### src/hdl/rtt_pkg.sv
// Types and constants of the residence time tracker
`timescale 1ns / 1ps
package rtt_pkg;

  localparam int unsigned TABLE_ENTRIES_DEF = 256;
  localparam logic [15:0] SERVICE_PORT_RST = 16'd57843;
  localparam int unsigned FIFO_DEPTH = 2;

  typedef enum logic {
    OP_INGRESS = 1'b0,
    OP_EGRESS  = 1'b1
  } op_e;

  typedef enum logic [1:0] {
    CLS_IGNORE,
    CLS_RECORD,
    CLS_RESOLVE
  } cls_e;

  typedef enum logic [2:0] {
    ST_IGNORED  = 3'd0,
    ST_RECORDED = 3'd1,
    ST_FULL     = 3'd2,
    ST_HIT      = 3'd3,
    ST_MISS     = 3'd4
  } status_e;

  typedef enum logic [2:0] {
    BK_CLEAR,
    BK_IDLE,
    BK_SCAN,
    BK_WRITE,
    BK_SUB,
    BK_ADD,
    BK_DONE
  } bk_state_e;

  typedef struct packed {
    cls_e        cls;
    logic [63:0] key;
    logic [15:0] port;
    logic [63:0] carried;
    logic [63:0] now;
  } item_t;

  typedef struct packed {
    logic        valid;
    logic [63:0] key;
    logic [15:0] port;
    logic [63:0] arrival;
    logic [15:0] order;
  } entry_t;

endpackage

### src/hdl/rtt_front.sv
// Front end: service port register, event classification and item queue
`timescale 1ns / 1ps
module rtt_front
  import rtt_pkg::*;
(
  input  logic        clk_i,
  input  logic        rst_ni,
  input  logic        cfg_valid_i,
  output logic        cfg_ready_o,
  input  logic [15:0] cfg_data_i,
  input  logic        push,
  output logic        full,
  input  logic        opcode_i,
  input  logic        is_udp_i,
  input  logic [31:0] src_addr_i,
  input  logic [15:0] src_port_i,
  input  logic [31:0] packet_id_i,
  input  logic [63:0] carried_time_i,
  input  logic [63:0] now_ns_i,
  input  logic        clearing_i,
  output logic        item_valid_o,
  output item_t       item_o,
  input  logic        item_pop_i
);

  localparam int unsigned PTR_W = (FIFO_DEPTH > 1) ? $clog2(FIFO_DEPTH) : 1;
  localparam int unsigned CNT_W = $clog2(FIFO_DEPTH + 1);

  logic [15:0] service_port_q;
  item_t       fifo_q [FIFO_DEPTH];
  logic [PTR_W-1:0] wr_ptr_q, rd_ptr_q;
  logic [CNT_W-1:0] count_q;
  logic        accept, q_full;
  item_t       new_item;

  assign cfg_ready_o = 1'b1;

  always_ff @(posedge clk_i or negedge rst_ni) begin
    if (!rst_ni) begin
      service_port_q <= SERVICE_PORT_RST;
    end else if (cfg_valid_i) begin
      service_port_q <= cfg_data_i;
    end
  end

  always_comb begin
    new_item.key     = {src_addr_i, packet_id_i};
    new_item.port    = src_port_i;
    new_item.carried = carried_time_i;
    new_item.now     = now_ns_i;
    if (!is_udp_i || (src_port_i != service_port_q)) begin
      new_item.cls = CLS_IGNORE;
    end else if (op_e'(opcode_i) == OP_INGRESS) begin
      new_item.cls = CLS_RECORD;
    end else begin
      new_item.cls = CLS_RESOLVE;
    end
  end

  assign q_full       = (count_q == CNT_W'(FIFO_DEPTH));
  assign full         = q_full || clearing_i;
  assign accept       = push && !full;
  assign item_valid_o = (count_q != '0);
  assign item_o       = fifo_q[rd_ptr_q];

  always_ff @(posedge clk_i) begin
    if (accept) begin
      fifo_q[wr_ptr_q] <= new_item;
    end
  end

  always_ff @(posedge clk_i or negedge rst_ni) begin
    if (!rst_ni) begin
      wr_ptr_q <= '0;
      rd_ptr_q <= '0;
      count_q  <= '0;
    end else begin
      if (accept) begin
        wr_ptr_q <= (wr_ptr_q == PTR_W'(FIFO_DEPTH - 1)) ? '0 : wr_ptr_q + 1'b1;
      end
      if (item_pop_i) begin
        rd_ptr_q <= (rd_ptr_q == PTR_W'(FIFO_DEPTH - 1)) ? '0 : rd_ptr_q + 1'b1;
      end
      if (accept && !item_pop_i) begin
        count_q <= count_q + 1'b1;
      end else if (!accept && item_pop_i) begin
        count_q <= count_q - 1'b1;
      end
    end
  end

endmodule

### config.mk
export PLATFORM = sky130hd
export DESIGN_NAME = rtt_front
export DESIGN_NICKNAME = d
export VERILOG_FILES = /design/src/hdl/rtt_pkg.sv /design/src/hdl/rtt_front.sv
export SDC_FILE = /design/constraint.sdc
export NUM_CORES = 1
export LEC_CHECK = 0
export BUFFER_PORTS_ARGS = -buffer_cell sky130_fd_sc_hd__buf_2
export CAP_MARGIN = 20
export CORE_ASPECT_RATIO = 0.8
export CORE_MARGIN = 5
export CORE_UTILIZATION = 55
export CTS_BUF_LIST = sky130_fd_sc_hd__clkbuf_2
export CTS_CLUSTER_SIZE = 16
export DETAILED_ROUTE_END_ITERATION = 10
export HOLD_SLACK_MARGIN = 0.08
export PLACE_DENSITY = 0.92
export SLEW_MARGIN = 0
export SYNTH_ARGS = -nofsm -noshare
export SYNTH_HDL_FRONTEND = slang
export SYNTH_SLANG_ARGS = --single-unit
### constraint.sdc
create_clock -name clk_i -period 29.5 [get_ports clk_i]
set_input_delay 1.475 -clock clk_i [delete_from_list [all_inputs] [get_ports clk_i]]
set_output_delay 1.475 -clock clk_i [all_outputs]
set_load 0.01 [all_outputs]
After elaboration in Yosys (flattened, before gate mapping)
Memories as Yosys holds them, arrays and structs flattened.
Cells that the tools add are included.
{ "word_totals": {"ff_bits": 20, "mem_bits_rw": 420, "input_bits": 232, "out_inout_bits": 213, "memories": 1} }
{ "memory_table": {"columns": ["name", "words", "word_bits", "rd", "rd_ports_with_merged_regs", "write_ports", "line_no", "rtl"], "rows": [
  ["fifo_q", 2, 210, 1, 0, 1, "rtt_front.sv:30", "item_t fifo_q [FIFO_DEPTH];"]
]} }
{ "op_classes": {"addsub": 4, "n_eq_ne": 2, "mux": 8, "n_reduce_logical": 11} }
{ "op_table": {"columns": ["cell", "n"], "rows": [
  ["$ne 16x16->1", 1],
  ["$mux 2", 4],
  ["$logic_not 1->1", 4],
  ["$mux 1", 4],
  ["$reduce_bool 2->1", 2],
  ["$logic_and 1x1->1", 3],
  ["$add 1x1->1 const B", 2],
  ["$add 2x1->2 const B", 1],
  ["$eq 2x2->1 const B", 1],
  ["$logic_or 1x1->1", 2],
  ["$sub 2x1->2 const B", 1]
]} }

Longest topological paths before layout
Gate-level depths: netlist of the first run.
{ "depth": {"word_depth": 8, "depth_mapped": 8} }

Worst setup path after synthesis of the first run
OpenSTA, ideal clock, no wires.
{ "synth_timing": {"path_kind": "input to register", "start": "input port clearing_i", "end": "memory fifo_q[0][0] (netlist name), enable pin", "t_arrival_ns": 10.477, "required_ns": 28.716, "path_slack_ns": 18.240, "stages": 3, "cell_sequence": "a21oi_1 -> nand2_1 -> nor2_1"} }
{ "synth_between": {"elab_chain_cells": 5} }
{ "synth_lines": {"columns": ["item", "line_no", "rtl"], "rows": [
  ["start: declaration", "rtt_front.sv:20", "input logic clearing_i,"],
  ["$logic_or 1x1->1", "rtt_front.sv:61", "assign full = q_full || clearing_i;"],
  ["$logic_not 1->1", "rtt_front.sv:62", "assign accept = push && !full;"],
  ["$logic_and 1x1->1", "rtt_front.sv:62", null],
  ["$mux 1", "rtt_front.sv:67", "if (accept) begin"],
  ["$mux 1 (not written as such)", "rtt_front.sv:68", "fifo_q[wr_ptr_q] <= new_item;"],
  ["end: declaration", "rtt_front.sv:30", null]
]} }
Every way passes these cells.

==> metrics.csv, run 1 <==
metric;value;unit
routed_wl;37000;um
fin_area;19700;um^2
start_util;0.556;
yosysMostFrequentCell;edfxtp_1;
synth_nets;971;
gp_congestion;0.823;
synthFlopType;edfxtp_1;
cts_tree;built;
cts_root_buffer;clkbuf_2;
grt_pass1_vias;9697;
synthArstFlopShare;0.0455;
boundaryPins;445;
synth.avg_cell_area;22.0;um^2
drtIter0Drc;476;
die_h;164;um
yosys.area_share.simple;0.00585;
synth_top_cells_by_count;420 x edfxtp_1, 224 x mux2_2, 21 x buf_6;
max_freq;201;MHz
drc;0;
syn_area;16200;um^2
ant_nets;0;
regArea;13100;um^2
post-route-period-util;0.168;
cts_buffers;102;
synth_cell_types;25;
routedWlPerCell;21.5;um
synthAdderAreaFrac;0.000770;
multiInputGateArea;2840;um^2
die_w;202;um
clock-sinks;440;
track_usage;0.217;
synth_top_family_by_area;multiplexers;
worst_pin_slew;1.06;ns
overflow;0;
drv_cap;0;
n_fill_cell;1906;
r2r-start;count_q[0];
p_leak;7.56;nW
slew_headroom;0.294;
cts_setup_buffers;0;
finalHoldViolCount;0;
synth_mux_area_frac;0.155;
post-route-min-period;4.97;ns
post_cts_resized;0;
whs;0.494;ns
yosys.area.top_type_share;0.776;
seq_area_frac_synth;0.808;
yosysWarnings;0;
synth-xor-area-share;0.00971;
rows;56;
path_class;reg2out;
insertion_delay;0.91;ns
p_per_area;82.9;nW/um^2
status;finished clean;
grt_pass1_wl;54600;um
skew;0.0628;ns
worstSetupStartpointType;register;
ir_drop;0.0000677;V
synthCells;738;
die_area;33100;um^2
rsz0062_at_grt;false;
min_path_type;in2async;
antenna_found_initial;8;
setup_viol;0;
ys_seq_elements;440;
final_util;0.673;
core_region_area;29200;um^2
synthTopCellsByArea;edfxtp_1 78%, mux2_2 16%, dfstp_2 1.6%;
fin_setup_tns;0;ns
synth_edf_count;420;
viasPerCell;5.24;
grt_max_degree;80;
r2r_cells;6;
nets;1499;
maxSlewViolCount;0;
drive_above_1_share;0.637;
worstReg2RegEnd;fifo_q[0][91];
cp.arrival;3.49;ns
areaGrowthSynthToFinish;21.0;%
io_buffers;443;
h-tree-depth;3;
crit_required;28.02;ns
worst_setup_path_end_kind;output port;
synth_compound_area_frac;0.00223;
dr_total_vias;9016;
clk_pin_slew;0.12;ns
yosysTopAreaCell;edfxtp_1;
cts_buffer_depth;3;
dp_hpwl;25200;um
dp.cells;1539;
dr.pass1.iters;5;
critPathMaxFanout;79;
stdcell_count;1721;
cts_hold_buf;0;
rrSetupSlack;26.39;ns
dpl_cell_area;18700;um^2
report_power, final:
group | internal [W] | switching (W)
Clock | 0.000147 | 0.000225
Sequential | 0.000773 | 0.0000374
Combinational | 0.000208 | 0.000239
Total | 0.00113 | 0.000501
cells in the final DEF, fill, tap and decap left out, types with 2 or more instances in the layout:
master,instances
buf_2,443
edfxtp_1,420
mux2_2,224
clkbuf_2,155
clkinv_1,15
xor2_1,10
dfstp_2,10
dfrtp_1,9
xnor2_1,8
inv_1,7
buf_4,7
diode_2,4
nand2_1,4
o21ai_0,3
clkinv_2,3
clkinvlp_4,3
nor4_1,2
and4_2,2
logic make-up after synthesis:
group	count (synthesis)
xor+xnor	18
flops	440
simple gates	15
fa+ha+maj	1
other cells	1
buf+inv	33
mux	224
compound gates	6
worst max-delay path by stage:
| stage | endpoint | cells past startpoint | startpoint |
|---|---|---|---|
| final | item_o[178] | 3 | rd_ptr_q |
| after floorplan | fifo_q[0][0] | 3 | clearing_i |
| after global routing | item_o[178] | 3 | rd_ptr_q |
| after detailed placement | fifo_q[0][108] | 6 | clearing_i |
| after global placement | fifo_q[0][101] | 6 | clearing_i |
| after CTS | item_o[139] | 3 | rd_ptr_q |
critical path, stage by stage, from the launching register on:
cell and delay (ns):
dfrtp_4 1.00, buf_4 0.88, mux2_2 0.43, buf_2 0.15
metrics by stage:
stage               worst slack (ns)  power (W)
floorplan                      18.24    0.00113
global placement               25.41    0.00126
detailed placement             25.35    0.00127
CTS                            24.39    0.00165
global route                   24.24    0.00171
finish                         24.53    0.00163
metal layers:
layer	part of all wire	global-route usage	vias up
met1	0.36	0.246	4416
met2	0.50	0.366	469
li1	-	-	4036
met3	0.11	0.0918	89
met4	0.034	0.0925	6
met5	0.0011	0	-
layout make-up:
cell class | count | share of cell area
diodes | 4 | 0.000509
clock buffers | 155 | 0.0395
clock inverters | 23 | 0.00649
inverters | 7 | 0.00134
multi-input cells | 265 | 0.145
flip-flops and latches | 440 | 0.668
well taps | 377 | 0.0240
repair buffers | 450 | 0.116
registers in the layout, indices dropped and copies added (netlist names):
name / count
count_q: 2
service_port_q: 16
fifo_q: 420
wr_ptr_q: 1
rd_ptr_q: 1
Power figures use the tool's default switching activity.
==> run 2, diff against run 1 <==
- CORE_UTILIZATION: 55 -> 54
- PLACE_DENSITY: 0.92 -> 0.91
- clock period: 29.5 -> 4.9 ns (I/O delays scaled with it)
==> run 2 against run 1 <==
Effect of this change:
- the run now fails in clock tree synthesis
- synthesized cell count unchanged
- area after synthesis unchanged
==> metrics.csv, run 2 <==
metric;value;unit;change
status;aborted with a tool error;;
lastStage;clock tree synthesis;;
error;[ERROR RSZ-0060] Max buffer count reached.;;
rows;56;;unchanged
synth_top_cells_by_count;420 x edfxtp_1, 224 x mux2_2, 21 x buf_6;;
yosysMostFrequentCell;edfxtp_1;;
synth_cell_types;25;;unchanged
ys_seq_elements;440;;unchanged
cts_root_buffer;clkbuf_2;;
post_cts_resized;0;;unchanged
synthArstFlopShare;0.0455;;unchanged
yosysTopAreaCell;edfxtp_1;;
clock-sinks;440;;unchanged
synthCells;738;;unchanged
io_buffers;443;;unchanged
cts_hold_buf;349;;+349
gp_congestion;0.909;;+11%
synth.avg_cell_area;22.0;um^2;unchanged
start_util;0.551;;-0.00528
synthTopCellsByArea;edfxtp_1 78%, mux2_2 16%, dfstp_2 1.6%;;
syn_area;16200;um^2;unchanged
synthFlopType;edfxtp_1;;
synth_nets;971;;unchanged
synth_edf_count;420;;unchanged
cts_buffers;97;;-4.9%
cts_setup_buffers;0;;unchanged
boundaryPins;445;;unchanged
seq_area_frac_synth;0.808;;unchanged
die_w;204;um;+0.88%
yosys.area.top_type_share;0.776;;unchanged
dp_hpwl;25400;um;+0.65%
cts_buffer_depth;3;;unchanged
yosysWarnings;0;;unchanged
h-tree-depth;3;;unchanged
die_h;165;um;+0.86%
## run 2: cell counts after synthesis
Identical to the previous run, type by type.
## run 2: metrics by stage
stage          area, um^2  cells   util  hold slack, ns  worst slack [ns]
3_3_place_gp        18800   1567  0.639           0.225              2.45
2_1_floorplan       16300    738      -         -0.0506             0.595
3_5_place_dp        18800   1567  0.639           0.235              2.42
## run 2: cell families after synthesis
logic type | Yosys count | share of synthesized area
AO/OA/AOI/OAI | 6 | 0.00223
XOR/XNOR | 18 | 0.00971
adder cells (fa/ha/maj) | 1 | 0.000770
buffers and inverters | 33 | 0.0179
flip-flops | 440 | 0.808
multiplexers | 224 | 0.155
other | 1 | 0.000231
AND/OR/NAND/NOR | 15 | 0.00585
==> run 3, diff against run 2 <==
- CORE_ASPECT_RATIO: 0.8 -> default
- CORE_UTILIZATION: 54 -> 40
- CTS_BUF_LIST: sky130_fd_sc_hd__clkbuf_2 -> default
- CTS_CLUSTER_SIZE: 16 -> default
- HOLD_SLACK_MARGIN: 0.08 -> default
- PLACE_DENSITY: 0.91 -> default
- PLACE_DENSITY_LB_ADDON: default -> 0.15
==> run 3 against run 2 <==
Effect of this change:
- the flow now finishes, with violations (slew limit)
==> metrics.csv, run 3 (synthesis results as in run 1) <==
metric;value;unit;change
h-tree-depth;2;;-1
worst_setup_path_end_kind;output port;;
top_register;fifo_q;;
die_area;44700;um^2;
clk_pin_slew;0.06;ns;
largest_reg_flops;420;;
cts_tree;built;;
path_class;reg2out;;
pwr-share-clk;0.301;;
drc;0;;
dp.cells;1687;;+7.7%
cts_buffers;47;;-52%
die_h;212;um;+28%
final_common_cell;buf_2;;
track_usage;0.168;;
worstSetupStartpointType;register;;
power.switching;0.00310;W;
drive_above_1_share;0.512;;
core_region_area;39900;um^2;
cp.arrival;2.76;ns;
skew;0.0175;ns;
maxSlewViolCount;19;;
overflow;0;;
n_fill_cell;3156;;
dr.pass1.iters;4;;
grt_pass1_wl;57800;um;
post-route-min-period;3.01;ns;
post-route-period-util;0.614;;
finalHoldViolCount;0;;
insertion_delay;0.56;ns;
cts_buffer_depth;3;;unchanged
nets;1670;;
cts_root_buffer;clkbuf_16;;
antenna_found_initial;3;;
areaGrowthSynthToFinish;39.7;%;
ir_drop;0.000416;V;
viasPerCell;4.65;;
p_leak;8.53;nW;
fin_setup_tns;0;ns;
ant_nets;0;;
p_sw_frac;0.279;;
grt_max_degree;180;;
start_util;0.407;;-0.144
rows;73;;+30%
stdcell_count;2002;;
violations;slew limit;;
slew_headroom;-0.00903;;
worst_pin_slew;1.51;ns;
setup_viol;0;;
p_per_area;489;nW/um^2;
gp_congestion;0.749;;-18%
top_regs;fifo_q: 420 flops, service_port_q: 16 flops, count_q: 2 flops;;
routed_wl;39000;um;
crit_required;4.66;ns;
dp_hpwl;25500;um;+0.28%
die_w;212;um;+3.7%
drtIter0Drc;523;;
cts_setup_buffers;0;;unchanged
p_seq_frac;0.439;;
boundaryPins;445;;unchanged
status;finished with violations;;
min_path_type;in2reg;;
drv_cap;0;;
critPathMaxFanout;91;;
combPwrFrac;0.261;;
cell_internal_pwr;0.00801;W;
routedWlPerCell;19.5;um;
clock-sinks;440;;unchanged
rsz0062_at_grt;false;;
final_cell_mix;443 x buf_2, 420 x edfxtp_1, 226 x dlygate4sd3_1, 224 x mux2_2, 49 x clkbuf_16;;
grt_pass1_vias;10100;;
dr_total_vias;9307;;
max_freq;332;MHz;
io_buffers;443;;unchanged
run 3: power by group through the flow:
stage / sequential [W] / clock, W / combinational [W]
after global placement: 0.00494 / 0 / 0.00277
after floorplan: 0.00485 / 0 / 0.00188
after global routing: 0.00491 / 0.00361 / 0.00309
after detailed placement: 0.00496 / 0 / 0.00277
after CTS: 0.00488 / 0.00344 / 0.00294
final: 0.00487 / 0.00334 / 0.00289
run 3: layout make-up:
| type | instances | area (um^2) | share of cell area |
|---|---|---|---|
| antenna | 3 | 7.51 | 0.000331 |
| clock buffer | 60 | 1290 | 0.0567 |
| clock inverter | 26 | 170 | 0.00750 |
| inverter | 7 | 26.3 | 0.00116 |
| multi-input combinational | 265 | 2840 | 0.125 |
| sequential | 440 | 13100 | 0.578 |
| tap | 525 | 657 | 0.0289 |
| timing repair buffer | 676 | 4580 | 0.202 |
run 3: final timing paths:
path                            start                end  slack [ns]  cells past startpoint
setup / recovery             rd_ptr_q        item_o[113]        1.89                      3
hold / removal                   push           wr_ptr_q        0.08                      3
setup reg to reg           count_q[0]     fifo_q[0][155]        2.40                      5
hold reg to reg            count_q[1]         count_q[1]        0.50                      1
max in group asynchronous      rst_ni           rd_ptr_q        4.37                      2
min in group asynchronous      rst_ni  service_port_q[3]        0.17                      2
run 3: timing repair:
| item | 4_1_cts | 5_1_grt |
|---|---|---|
| gates resized for setup | 0 | 0 |
| hold buffers | 226 | 0 |
| endpoints found under the hold margin | 453 | 0 |
run 3: critical path, cell delays in order (launching register included):
cell and delay (ns):
dfrtp_4 1.00, buf_12 0.42, mux2_2 0.43, buf_2 0.15
run 3: routing by layer:
layer / vias up / track usage / wire length [um]
met5: - / 0 / 7
met4: 2 / 0.0513 / 857
met3: 60 / 0.0532 / 3240
met2: 313 / 0.285 / 19500
met1: 4608 / 0.206 / 15400
li1: 4324 / - / -
run 3: stage by stage:
stage / power [W] / worst slack, ns / hold WS [ns] / cell area (um^2) / util
after floorplan: 0.00673 / 0.595 / -0.0506 / 16300 / -
after global placement: 0.00772 / 2.48 / 0.243 / 19000 / 0.475
after detailed placement: 0.00773 / 2.47 / 0.235 / 19000 / 0.475
after CTS: 0.0113 / 1.84 / 0.0328 / 22700 / 0.569
after global routing: 0.0116 / 1.79 / 0.0793 / 22700 / 0.569
final: 0.0111 / 1.89 / 0.0807 / 22700 / 0.569
